`config.mk`:
```
export PLATFORM = sky130hd
export DESIGN_NAME = compare_instruction_unit
export DESIGN_NICKNAME = d
export VERILOG_FILES = /design/src/rtl/ciu_pkg.sv /design/src/rtl/ciu_ram.sv /design/src/rtl/ciu_regfile.sv /design/src/rtl/ciu_agu.sv /design/src/rtl/compare_instruction_unit.sv
export SDC_FILE = /design/constraint.sdc
export NUM_CORES = 2
export LEC_CHECK = 0
export BUFFER_PORTS_ARGS = -buffer_cell sky130_fd_sc_hd__buf_2
export CAP_MARGIN = 20
export CORE_ASPECT_RATIO = 0.9
export CORE_MARGIN = 1
export CORE_UTILIZATION = 45
export DETAILED_ROUTE_END_ITERATION = 8
export PLACE_DENSITY = 0.6
export SLEW_MARGIN = 20
export SYNTH_ARGS = -nofsm -noshare
export SYNTH_HDL_FRONTEND = slang
export SYNTH_SLANG_ARGS = --single-unit
```
`constraint.sdc`:
```
create_clock -name aclk -period 13.01 [get_ports aclk]
set_input_delay 0.6505 -clock aclk [delete_from_list [all_inputs] [get_ports aclk]]
set_output_delay 0.6505 -clock aclk [all_outputs]
set_load 0.01 [all_outputs]
```
`src/rtl/ciu_pkg.sv`:
```
// ----------------------------------------------------------------------------
// ciu_pkg
// Types, codes and helper functions shared by the compare instruction unit.
// ----------------------------------------------------------------------------
package ciu_pkg;

    localparam logic [1:0] CMD_CMPI  = 2'd0;
    localparam logic [1:0] CMD_CMPM  = 2'd1;
    localparam logic [1:0] CMD_CMPA  = 2'd2;
    localparam logic [1:0] CMD_REGWR = 2'd3;

    localparam logic [1:0] SIZE_BYTE = 2'd0;
    localparam logic [1:0] SIZE_WORD = 2'd1;
    localparam logic [1:0] SIZE_LONG = 2'd2;
    localparam logic [1:0] SIZE_BAD  = 2'd3;

    localparam logic [2:0] MODE_DREG    = 3'd0;
    localparam logic [2:0] MODE_AREG    = 3'd1;
    localparam logic [2:0] MODE_AIND    = 3'd2;
    localparam logic [2:0] MODE_POSTINC = 3'd3;
    localparam logic [2:0] MODE_PREDEC  = 3'd4;
    localparam logic [2:0] MODE_DISP    = 3'd5;
    localparam logic [2:0] MODE_INDEX   = 3'd6;
    localparam logic [2:0] MODE_EXT     = 3'd7;

    localparam logic [2:0] XREG_ABSW    = 3'd0;
    localparam logic [2:0] XREG_ABSL    = 3'd1;
    localparam logic [2:0] XREG_PCDISP  = 3'd2;
    localparam logic [2:0] XREG_PCINDEX = 3'd3;
    localparam logic [2:0] XREG_IMM     = 3'd4;
    localparam logic [2:0] XREG_CMPA_MAX = 3'd4;

    localparam logic [2:0] SP_REG = 3'd7;

    localparam int RF_DEPTH = 16;
    localparam int RF_AW    = 4;

    typedef struct packed {
        logic [1:0]  cmd;
        logic [1:0]  size;
        logic [2:0]  ea_mode;
        logic [2:0]  ea_reg;
        logic [2:0]  dest_reg;
        logic [31:0] ext_word;
        logic [31:0] imm_value;
        logic [31:0] mem_src;
        logic [31:0] mem_dst;
        logic [31:0] pc;
        logic [3:0]  reg_index;
        logic [31:0] reg_wdata;
    } ciu_in_t;

    typedef struct packed {
        logic [31:0] src_address;
        logic [31:0] dst_address;
        logic        flag_n;
        logic        flag_z;
        logic        flag_v;
        logic        flag_c;
        logic        bad_mode;
    } ciu_out_t;

    typedef struct packed {
        logic             en;
        logic [RF_AW-1:0] addr;
        logic [31:0]      data;
    } rf_wr_t;

    typedef struct packed {
        logic [31:0] addr;
        logic [31:0] opnd;
        logic        wb_en;
        logic [31:0] wb_val;
    } agu_res_t;

    function automatic logic [31:0] sx16(input logic [15:0] v);
        return {{16{v[15]}}, v};
    endfunction

    function automatic logic [31:0] sx8(input logic [7:0] v);
        return {{24{v[7]}}, v};
    endfunction

    // byte steps on the stack pointer keep it word aligned
    function automatic logic [2:0] step_of(input logic [2:0] r, input logic [1:0] size);
        logic [2:0] st;
        unique case (size)
            SIZE_BYTE: st = (r == SP_REG) ? 3'd2 : 3'd1;
            SIZE_WORD: st = 3'd2;
            default:   st = 3'd4;
        endcase
        return st;
    endfunction

    // {N, Z, V, C} of d - s at the given size
    function automatic logic [3:0] cond_codes(input logic [31:0] d, input logic [31:0] s,
                                              input logic [1:0] size);
        logic [31:0] m;
        logic [31:0] top;
        logic [31:0] dm;
        logic [31:0] sm;
        logic [31:0] r;
        logic [32:0] diff;
        unique case (size)
            SIZE_BYTE: m = 32'h0000_00FF;
            SIZE_WORD: m = 32'h0000_FFFF;
            default:   m = 32'hFFFF_FFFF;
        endcase
        top  = m ^ (m >> 1);
        dm   = d & m;
        sm   = s & m;
        diff = {1'b0, dm} - {1'b0, sm};
        r    = diff[31:0] & m;
        return {|(r & top), (r == 32'd0), |((dm ^ sm) & (dm ^ r) & top), diff[32]};
    endfunction

endpackage

```
`src/rtl/ciu_ram.sv`:
```
// ----------------------------------------------------------------------------
// ciu_ram
// Generic single-write, single-read RAM with registered read data.
// ----------------------------------------------------------------------------
module ciu_ram #(
    parameter int WIDTH = 32,
    parameter int DEPTH = 16
) (
    input  logic                     clk,
    input  logic                     we,
    input  logic [$clog2(DEPTH)-1:0] waddr,
    input  logic [WIDTH-1:0]         wdata,
    input  logic [$clog2(DEPTH)-1:0] raddr,
    output logic [WIDTH-1:0]         rdata
);

    logic [WIDTH-1:0] mem [DEPTH];

    always_ff @(posedge clk) begin
        if (we) begin
            mem[waddr] <= wdata;
        end
        rdata <= mem[raddr];
    end

endmodule

```
`src/rtl/ciu_regfile.sv`:
```
// ----------------------------------------------------------------------------
// ciu_regfile
// D0-D7 / A0-A7 register file: two RAM copies for two read ports, one
// write port, per-entry valid bits so unwritten entries read as zero.
// ----------------------------------------------------------------------------
module ciu_regfile
    import ciu_pkg::*;
(
    input  logic             aclk,
    input  logic             aresetn,
    input  rf_wr_t           wr,
    input  logic [RF_AW-1:0] rd_addr_a,
    input  logic [RF_AW-1:0] rd_addr_b,
    output logic [31:0]      rd_data_a,
    output logic [31:0]      rd_data_b
);

    logic [RF_DEPTH-1:0] valid_reg;
    logic                rd_valid_a_reg;
    logic                rd_valid_b_reg;
    logic [31:0]         ram_q_a;
    logic [31:0]         ram_q_b;

    ciu_ram #(.WIDTH(32), .DEPTH(RF_DEPTH)) u_ram_a (
        .clk   (aclk),
        .we    (wr.en),
        .waddr (wr.addr),
        .wdata (wr.data),
        .raddr (rd_addr_a),
        .rdata (ram_q_a)
    );

    ciu_ram #(.WIDTH(32), .DEPTH(RF_DEPTH)) u_ram_b (
        .clk   (aclk),
        .we    (wr.en),
        .waddr (wr.addr),
        .wdata (wr.data),
        .raddr (rd_addr_b),
        .rdata (ram_q_b)
    );

    always_ff @(posedge aclk) begin
        if (!aresetn) begin
            valid_reg      <= '0;
            rd_valid_a_reg <= 1'b0;
            rd_valid_b_reg <= 1'b0;
        end else begin
            if (wr.en) begin
                valid_reg[wr.addr] <= 1'b1;
            end
            rd_valid_a_reg <= valid_reg[rd_addr_a];
            rd_valid_b_reg <= valid_reg[rd_addr_b];
        end
    end

    assign rd_data_a = rd_valid_a_reg ? ram_q_a : 32'd0;
    assign rd_data_b = rd_valid_b_reg ? ram_q_b : 32'd0;

endmodule

```
`src/rtl/ciu_agu.sv`:
```
// ----------------------------------------------------------------------------
// ciu_agu
// Effective address unit: address, operand and pointer update for all
// twelve addressing modes, from the base and index register reads.
// ----------------------------------------------------------------------------
module ciu_agu
    import ciu_pkg::*;
(
    input  ciu_in_t     item,
    input  logic [31:0] qa,
    input  logic [31:0] qb,
    output agu_res_t    res
);

    logic [31:0] step;
    logic [31:0] disp16;
    logic [31:0] index_val;
    logic [31:0] index_sum;

    always_comb begin
        step      = {29'd0, step_of(item.ea_reg, item.size)};
        disp16    = sx16(item.ext_word[15:0]);
        index_val = item.ext_word[11] ? qb : sx16(qb[15:0]);
        index_sum = index_val + sx8(item.ext_word[7:0]);

        res.addr   = 32'd0;
        res.opnd   = item.mem_src;
        res.wb_en  = 1'b0;
        res.wb_val = qa + step;

        unique case (item.ea_mode) inside
            MODE_DREG, MODE_AREG: begin
                res.opnd = qa;
            end
            MODE_AIND: begin
                res.addr = qa;
            end
            MODE_POSTINC: begin
                res.addr  = qa;
                res.wb_en = 1'b1;
            end
            MODE_PREDEC: begin
                res.wb_val = qa - step;
                res.addr   = qa - step;
                res.wb_en  = 1'b1;
            end
            MODE_DISP: begin
                res.addr = qa + disp16;
            end
            MODE_INDEX: begin
                res.addr = qa + index_sum;
            end
            default: begin
                unique case (item.ea_reg)
                    XREG_ABSW:    res.addr = disp16;
                    XREG_ABSL:    res.addr = item.ext_word;
                    XREG_PCDISP:  res.addr = item.pc + disp16;
                    XREG_PCINDEX: res.addr = item.pc + index_sum;
                    default:      res.opnd = item.imm_value;
                endcase
            end
        endcase
    end

endmodule

```
`src/rtl/compare_instruction_unit.sv`:
```
// ----------------------------------------------------------------------------
// compare_instruction_unit
// CMPI / CMPA / CMPM execution with register file and condition codes.
// ----------------------------------------------------------------------------
// Input items arrive on s_valid/s_ready/s_data, results leave on
// m_valid/m_ready/m_data, one result per item. A one-item input buffer
// takes the next item while the current one executes, and the output
// register holds a result until the receiver takes it.
// Register file: D0-D7/A0-A7 in two RAM copies with registered reads.
// Each item starts from the input buffer, where the first register reads
// are issued. Register writes and rejected items finish there; CMPI goes
// through ST_EX, CMPA through ST_EX and ST_CMPA (a further read of An on
// port A), CMPM through ST_EX and ST_WB2 (second write-back of Ax). The
// result is registered by the last of these except for CMPM, whose result
// is registered in ST_EX. The states each instruction passes through
// follow from the reads and writes it needs on the two read ports and one write port.
// Reset (aresetn low, synchronous) clears the flags to zero and makes all
// registers read as zero through per-entry valid bits; no clearing pass is needed.
// If the receiver stalls, the result waits in the output register, the
// next item waits in the input buffer without starting, and s_ready drops
// once the input buffer is full.
// ----------------------------------------------------------------------------
module compare_instruction_unit
    import ciu_pkg::*;
#(
    parameter int ADDR_WIDTH = 32
) (
    input  logic     aclk,
    input  logic     aresetn,
    input  logic     s_valid,
    output logic     s_ready,
    input  ciu_in_t  s_data,
    output logic     m_valid,
    input  logic     m_ready,
    output ciu_out_t m_data
);

    localparam logic [31:0] ADDR_MASK = 32'hFFFF_FFFF >> (32 - ADDR_WIDTH);

    localparam logic [1:0] ST_IDLE = 2'd0;
    localparam logic [1:0] ST_EX   = 2'd1;
    localparam logic [1:0] ST_CMPA = 2'd2;
    localparam logic [1:0] ST_WB2  = 2'd3;

    logic [1:0]  state_reg, state_next;
    logic        buf_valid_reg, buf_valid_next;
    ciu_in_t     buf_reg;
    ciu_in_t     cur_reg, cur_next;
    logic        out_valid_reg, out_valid_next;
    ciu_out_t    out_reg, out_next;
    logic [3:0]  flags_reg, flags_next;
    agu_res_t    hold_reg, hold_next;
    logic [31:0] ax_wb_reg, ax_wb_next;

    logic             out_free;
    logic             start;
    logic             start_bad;
    logic             s_take;
    rf_wr_t           rf_wr;
    logic [RF_AW-1:0] rd_addr_a;
    logic [RF_AW-1:0] rd_addr_b;
    logic [31:0]      qa;
    logic [31:0]      qb;
    agu_res_t         agu;
    logic [31:0]      ay_new;
    logic [31:0]      ax_cur;
    logic [31:0]      an_val;
    logic [31:0]      cmpa_src;
    logic [3:0]       cc;

    ciu_regfile u_regfile (
        .aclk      (aclk),
        .aresetn   (aresetn),
        .wr        (rf_wr),
        .rd_addr_a (rd_addr_a),
        .rd_addr_b (rd_addr_b),
        .rd_data_a (qa),
        .rd_data_b (qb)
    );

    ciu_agu u_agu (
        .item (cur_reg),
        .qa   (qa),
        .qb   (qb),
        .res  (agu)
    );

    assign out_free = !out_valid_reg || m_ready;
    assign start    = (state_reg == ST_IDLE) && buf_valid_reg && out_free;
    assign s_ready  = !buf_valid_reg || start;
    assign s_take   = s_valid && s_ready;
    assign m_valid  = out_valid_reg;
    assign m_data   = out_reg;

    always_comb begin
        start_bad = 1'b0;
        if (buf_reg.cmd != CMD_REGWR) begin
            if (buf_reg.size == SIZE_BAD) begin
                start_bad = 1'b1;
            end else if (buf_reg.cmd == CMD_CMPI) begin
                start_bad = (buf_reg.ea_mode == MODE_AREG) ||
                            ((buf_reg.ea_mode == MODE_EXT) &&
                             (buf_reg.ea_reg >= XREG_PCDISP));
            end else if (buf_reg.cmd == CMD_CMPA) begin
                start_bad = (buf_reg.size == SIZE_BYTE) ||
                            ((buf_reg.ea_mode == MODE_EXT) &&
                             (buf_reg.ea_reg > XREG_CMPA_MAX));
            end
        end
    end

    always_comb begin
        if (state_reg == ST_EX) begin
            rd_addr_a = {1'b1, cur_reg.dest_reg};
        end else if ((buf_reg.cmd != CMD_CMPM) && (buf_reg.ea_mode == MODE_DREG)) begin
            rd_addr_a = {1'b0, buf_reg.ea_reg};
        end else begin
            rd_addr_a = {1'b1, buf_reg.ea_reg};
        end
        if (buf_reg.cmd == CMD_CMPM) begin
            rd_addr_b = {1'b1, buf_reg.dest_reg};
        end else begin
            rd_addr_b = {buf_reg.ext_word[15], buf_reg.ext_word[14:12]};
        end
    end

    always_comb begin
        ay_new   = qa + {29'd0, step_of(cur_reg.ea_reg, cur_reg.size)};
        ax_cur   = (cur_reg.dest_reg == cur_reg.ea_reg) ? ay_new : qb;
        an_val   = (hold_reg.wb_en && (cur_reg.dest_reg == cur_reg.ea_reg)) ?
                   hold_reg.wb_val : qa;
        cmpa_src = (cur_reg.size == SIZE_WORD) ? sx16(hold_reg.opnd[15:0]) : hold_reg.opnd;
        unique case (state_reg)
            ST_CMPA: cc = cond_codes(an_val, cmpa_src, SIZE_LONG);
            default: begin
                if (cur_reg.cmd == CMD_CMPM) begin
                    cc = cond_codes(cur_reg.mem_dst, cur_reg.mem_src, cur_reg.size);
                end else begin
                    cc = cond_codes(agu.opnd, cur_reg.imm_value, cur_reg.size);
                end
            end
        endcase
    end

    always_comb begin
        state_next     = state_reg;
        buf_valid_next = buf_valid_reg;
        cur_next       = cur_reg;
        out_valid_next = out_valid_reg;
        out_next       = out_reg;
        flags_next     = flags_reg;
        hold_next      = hold_reg;
        ax_wb_next     = ax_wb_reg;
        rf_wr          = '0;

        if (m_valid && m_ready) begin
            out_valid_next = 1'b0;
        end
        if (s_take) begin
            buf_valid_next = 1'b1;
        end else if (start) begin
            buf_valid_next = 1'b0;
        end

        unique case (state_reg)
            ST_IDLE: begin
                if (start) begin
                    if (buf_reg.cmd == CMD_REGWR) begin
                        rf_wr.en   = 1'b1;
                        rf_wr.addr = buf_reg.reg_index;
                        rf_wr.data = buf_reg.reg_wdata;
                        out_valid_next = 1'b1;
                        out_next = {32'd0, 32'd0, flags_reg, 1'b0};
                    end else if (start_bad) begin
                        out_valid_next = 1'b1;
                        out_next = {32'd0, 32'd0, flags_reg, 1'b1};
                    end else begin
                        cur_next   = buf_reg;
                        state_next = ST_EX;
                    end
                end
            end
            ST_EX: begin
                if (cur_reg.cmd == CMD_CMPM) begin
                    rf_wr.en   = 1'b1;
                    rf_wr.addr = {1'b1, cur_reg.ea_reg};
                    rf_wr.data = ay_new;
                    ax_wb_next = ax_cur + {29'd0, step_of(cur_reg.dest_reg, cur_reg.size)};
                    flags_next = cc;
                    out_valid_next = 1'b1;
                    out_next = {qa & ADDR_MASK, ax_cur & ADDR_MASK, cc, 1'b0};
                    state_next = ST_WB2;
                end else begin
                    rf_wr.en   = agu.wb_en;
                    rf_wr.addr = {1'b1, cur_reg.ea_reg};
                    rf_wr.data = agu.wb_val;
                    if (cur_reg.cmd == CMD_CMPA) begin
                        hold_next  = agu;
                        state_next = ST_CMPA;
                    end else begin
                        flags_next = cc;
                        out_valid_next = 1'b1;
                        out_next = {agu.addr & ADDR_MASK, 32'd0, cc, 1'b0};
                        state_next = ST_IDLE;
                    end
                end
            end
            ST_CMPA: begin
                flags_next = cc;
                out_valid_next = 1'b1;
                out_next = {hold_reg.addr & ADDR_MASK, 32'd0, cc, 1'b0};
                state_next = ST_IDLE;
            end
            default: begin
                rf_wr.en   = 1'b1;
                rf_wr.addr = {1'b1, cur_reg.dest_reg};
                rf_wr.data = ax_wb_reg;
                state_next = ST_IDLE;
            end
        endcase
    end

    always_ff @(posedge aclk) begin
        if (!aresetn) begin
            state_reg     <= ST_IDLE;
            buf_valid_reg <= 1'b0;
            out_valid_reg <= 1'b0;
            flags_reg     <= 4'd0;
        end else begin
            state_reg     <= state_next;
            buf_valid_reg <= buf_valid_next;
            out_valid_reg <= out_valid_next;
            flags_reg     <= flags_next;
        end
    end

    always_ff @(posedge aclk) begin
        if (s_take) begin
            buf_reg <= s_data;
        end
        cur_reg   <= cur_next;
        out_reg   <= out_next;
        hold_reg  <= hold_next;
        ax_wb_reg <= ax_wb_next;
    end

`ifndef SYNTHESIS
    a_out_empty_mid_item: assert property (@(posedge aclk) disable iff (!aresetn)
        (state_reg == ST_EX || state_reg == ST_CMPA) |-> !out_valid_reg)
        else $error("output register busy while an item is in flight");

    a_start_progress: assert property (@(posedge aclk) disable iff (!aresetn)
        start |=> (state_reg != ST_IDLE) || out_valid_reg)
        else $error("started item neither executing nor delivered");

    a_bad_keeps_flags: assert property (@(posedge aclk) disable iff (!aresetn)
        (start && start_bad) |=> $stable(flags_reg))
        else $error("rejected item changed the condition flags");
`endif

endmodule

```
==> impl_metrics.csv <==
group,metric,value,unit
logic_synthesis,post_synth_num_cell_types,93,
layout,final_cell_mix,"edfxtp_1 (1092), nand2_1 (515), a21oi_1 (311)",
worst_setup_path,critPathRequiredTime,13.53,ns
logic_synthesis,avgSynthCellArea,12.3,sq um
global_routing,grt-ovfl-total,0,
floorplan,core.rowCount,129,
power_and_ir_drop,pwr_density_cell,163,nW/um^2
drt,maxUsedRoutingLayer,"met5",
floorplan,die_area,140000,sq um
global_routing,antenna_found_initial,17,
layout,mostFrequentLayoutCell,"edfxtp_1",
worst_setup_path,cp_common_cell,"o21ai_0",
clock_tree,numCtsBuffers,121,
power_and_ir_drop,pwr-share-seq,42.3,%
logic_synthesis,ys.flop_type,"edfxtp_1",
worst_setup_path,r2r_setup_slack,4.82,ns
logic_synthesis,synthArstFlopShare,0,%
worst_setup_path,reg2reg_depth,29,
worst_setup_path,cp.arrival,8.72,ns
layout,drive_gt1_share,17.8,%
logic_synthesis,yosys_warnings,0,
floorplan,pin_count,284,
placement,hpwl,150,mm
sta,tightestPinTransition,1.20,ns
floorplan,die_w,395,um
sta,slew_violations,0,
layout,final_util,51.2,%
placement,gp_congestion,1.00,
drt,dr.pass1.iters,8,
worst_setup_path,regToRegEndpoint,"m_data[68]",
drt,drtAntennaViolNets,0,
worst_setup_path,cp_num_cells,29,
drt,routedWlPerCell,29.7,um
power_and_ir_drop,clkPwrFrac,31.3,%
power_and_ir_drop,p_sw_share,33.1,%
layout,largest_register_ffs,512,
sta,rsz0062_at_grt,"no",
clock_tree,cts_num_sinks,1182,
global_routing,grt_pass1_wl,306,mm
placement,portBuffers,283,
clock_tree,insertion_delay,0.78,ns
sta,finalCritPeriodShare,63.0,%
min_path,hold-path-endpoint,"buf_reg[32]",
floorplan,die_h,355,um
logic_synthesis,yosysTopAreaCellShare,52.6,%
worst_setup_path,critical-path-max-stage-delay,0.56,ns
clock_tree,clk_path_buf_depth,3,
worst_setup_path,crit_path_max_fanout,59,
sta,final_hold_viol_count,0,
layout,syn2layout_area_growth,12.8,%
worst_setup_path,critical_path.endpoint_type,"register",
logic_synthesis,synth_nets,5477,
drt,wl,215,mm
worst_setup_path,cp-start-kind,"register",
power_and_ir_drop,intPower,7.68,mW
logic_synthesis,netlist_area,62400,sq um
sta,setup-tns-final,0,ns
sta,clock_skew,0.0530,ns
power_and_ir_drop,p_leak,25.3,nW
worst_setup_path,slowest_stage,"a31oi_1",
layout,fillers,11900,
logic_synthesis,synthTopCellsByArea,"edfxtp_1 (53%), mux4_2 (9.5%), ha_1 (4.0%)",
drt,vias_per_cell,6.33,
global_routing,grtUsageTotal,30.2,%
worst_setup_path,critical-path-top-delay-family,"compound AO/OA/AOI/OAI gates",
clock_tree,root_buffer,"clkbuf_16",
global_routing,grt_max_degree,133,
drt,via_count,45900,
drt,wl_met1,89.0,mm
worst_setup_path,critical_path_class,"register to register",
clock_tree,htree_levels,3,
drt,route.detailed.drc,0,
placement,place_inst,7004,
power_and_ir_drop,pwr-share-comb,26.4,%
sta,layout_min_cycle_time,8.19,ns
drt,drt_iter0_drc,5901,
sta,finalSetupViolCount,0,
logic_synthesis,synth_edf_count,1092,
sta,fmax,122,MHz
min_path,holdPathStages,1,
drt,routed-wl-met3,25.4,mm
power_and_ir_drop,vdd.ir_drop.worst,0.000123,V
drt,wl_met2,92.2,mm
worst_setup_path,r2r_start,"u_regfile.rd_valid_b_reg",
clock_tree,cts_tree,"yes",
worst_setup_path,critPathBufInv,1,
logic_synthesis,synth_top_area_cell,"edfxtp_1",
logic_synthesis,syn_inst,5055,
min_path,hold_start,"s_data[32]",
min_path,hp-class,"input port to register",
power_and_ir_drop,p_switching,3.80,mW
sta,slew_headroom,19.2,%
worst_setup_path,cp-startpoint,"u_regfile.rd_valid_b_reg",
layout,nets,5719,
clock_tree,clk_pin_slew,0.08,ns
floorplan,initial_core_util,45.4,%
global_routing,grt_pass1_vias,43100,
status,status,"complete, no violations",
logic_synthesis,seq_area_frac_synth,55.4,%
sta,holdWs,0.0453,ns
run,cap_viol_max_count,0,
logic_synthesis,yosys_register_bits,1182,
floorplan,coreArea,138000,sq um
layout,multiInputGateArea,26400,sq um
layout,ff_latch_area,34600,sq um
layout,final_cells,7241,
[Yosys cell counts (36+ instances only)]
cell	instances
a211oi_1	90
a21o_1	80
a21oi_1	319
a221o_1	37
a31oi_1	117
and2_1	136
buf_1	40
clkbuf_1	218
dfxtp_1	90
edfxtp_1	1092
ha_1	200
inv_1	167
mux2i_1	43
mux4_2	264
nand2_1	517
nand3_1	79
nand4_1	38
nor2_1	328
nor2b_1	52
nor3_1	66
o21a_1	44
o21ai_0	270
o22ai_1	36
xnor2_1	172
xor2_1	64
[power by group through the flow]
stage               combinational (mW)  clock (mW)  sequential (mW)
global placement                  2.94           0             4.92
detailed placement                2.95           0             4.92
finish                            3.03        3.60             4.85
global route                      3.22        3.79             4.86
CTS                               2.96        3.65             4.84
floorplan                         1.93           0             4.83
[worst max path at each step]
| stage | endpoint | slack (ns) |
|---|---|---|
| 3_5_place_dp | m_data[68] | 5.09 |
| 6_report | m_data[68] | 4.82 |
| 2_1_floorplan | state_reg[1] | 3.95 |
| 5_1_grt | m_data[68] | 4.44 |
| 4_1_cts | m_data[68] | 5.05 |
| 3_3_place_gp | m_data[68] | 5.14 |
[logic make-up after synthesis]
logic type,synth area share (%)
compound gates,13.3
xor+xnor,3.35
fa+ha+maj,4.35
buf+inv,2.71
flops,55.4
mux,10.4
simple gates,10.5
[layer usage]
layer,vias up,track usage [%]
met2,2668,43.7
met5,-,0
met4,6,11.4
met3,374,8.68
li1,20000,-
met1,22900,42.9
[stage by stage]
step | instance area (sq um) | power [mW] | setup slack [ns]
after floorplan | 62400 | 6.76 | 3.95
after global placement | 66200 | 7.86 | 5.14
after detailed placement | 66200 | 7.87 | 5.09
after CTS | 70400 | 11.5 | 5.05
after global routing | 70400 | 11.9 | 4.44
final | 70400 | 11.5 | 4.82
[layout make-up]
cell class | count | area share, %
tap | 1834 | 3.26
timing repair buffer | 391 | 3.25
clock buffer | 144 | 4.55
inverter | 174 | 0.928
clock inverter | 84 | 1.30
sequential | 1182 | 49.2
antenna | 5 | 0.0178
multi-input combinational | 3427 | 37.5
[what timing repair did]
action                                 4_1_cts  5_1_grt
buffers inserted                             0        0
resized for setup                            0        0
endpoints found under the hold margin        4        0
hold buffers                                 4        0
No activity file was read; power rests on OpenSTA's default activity.
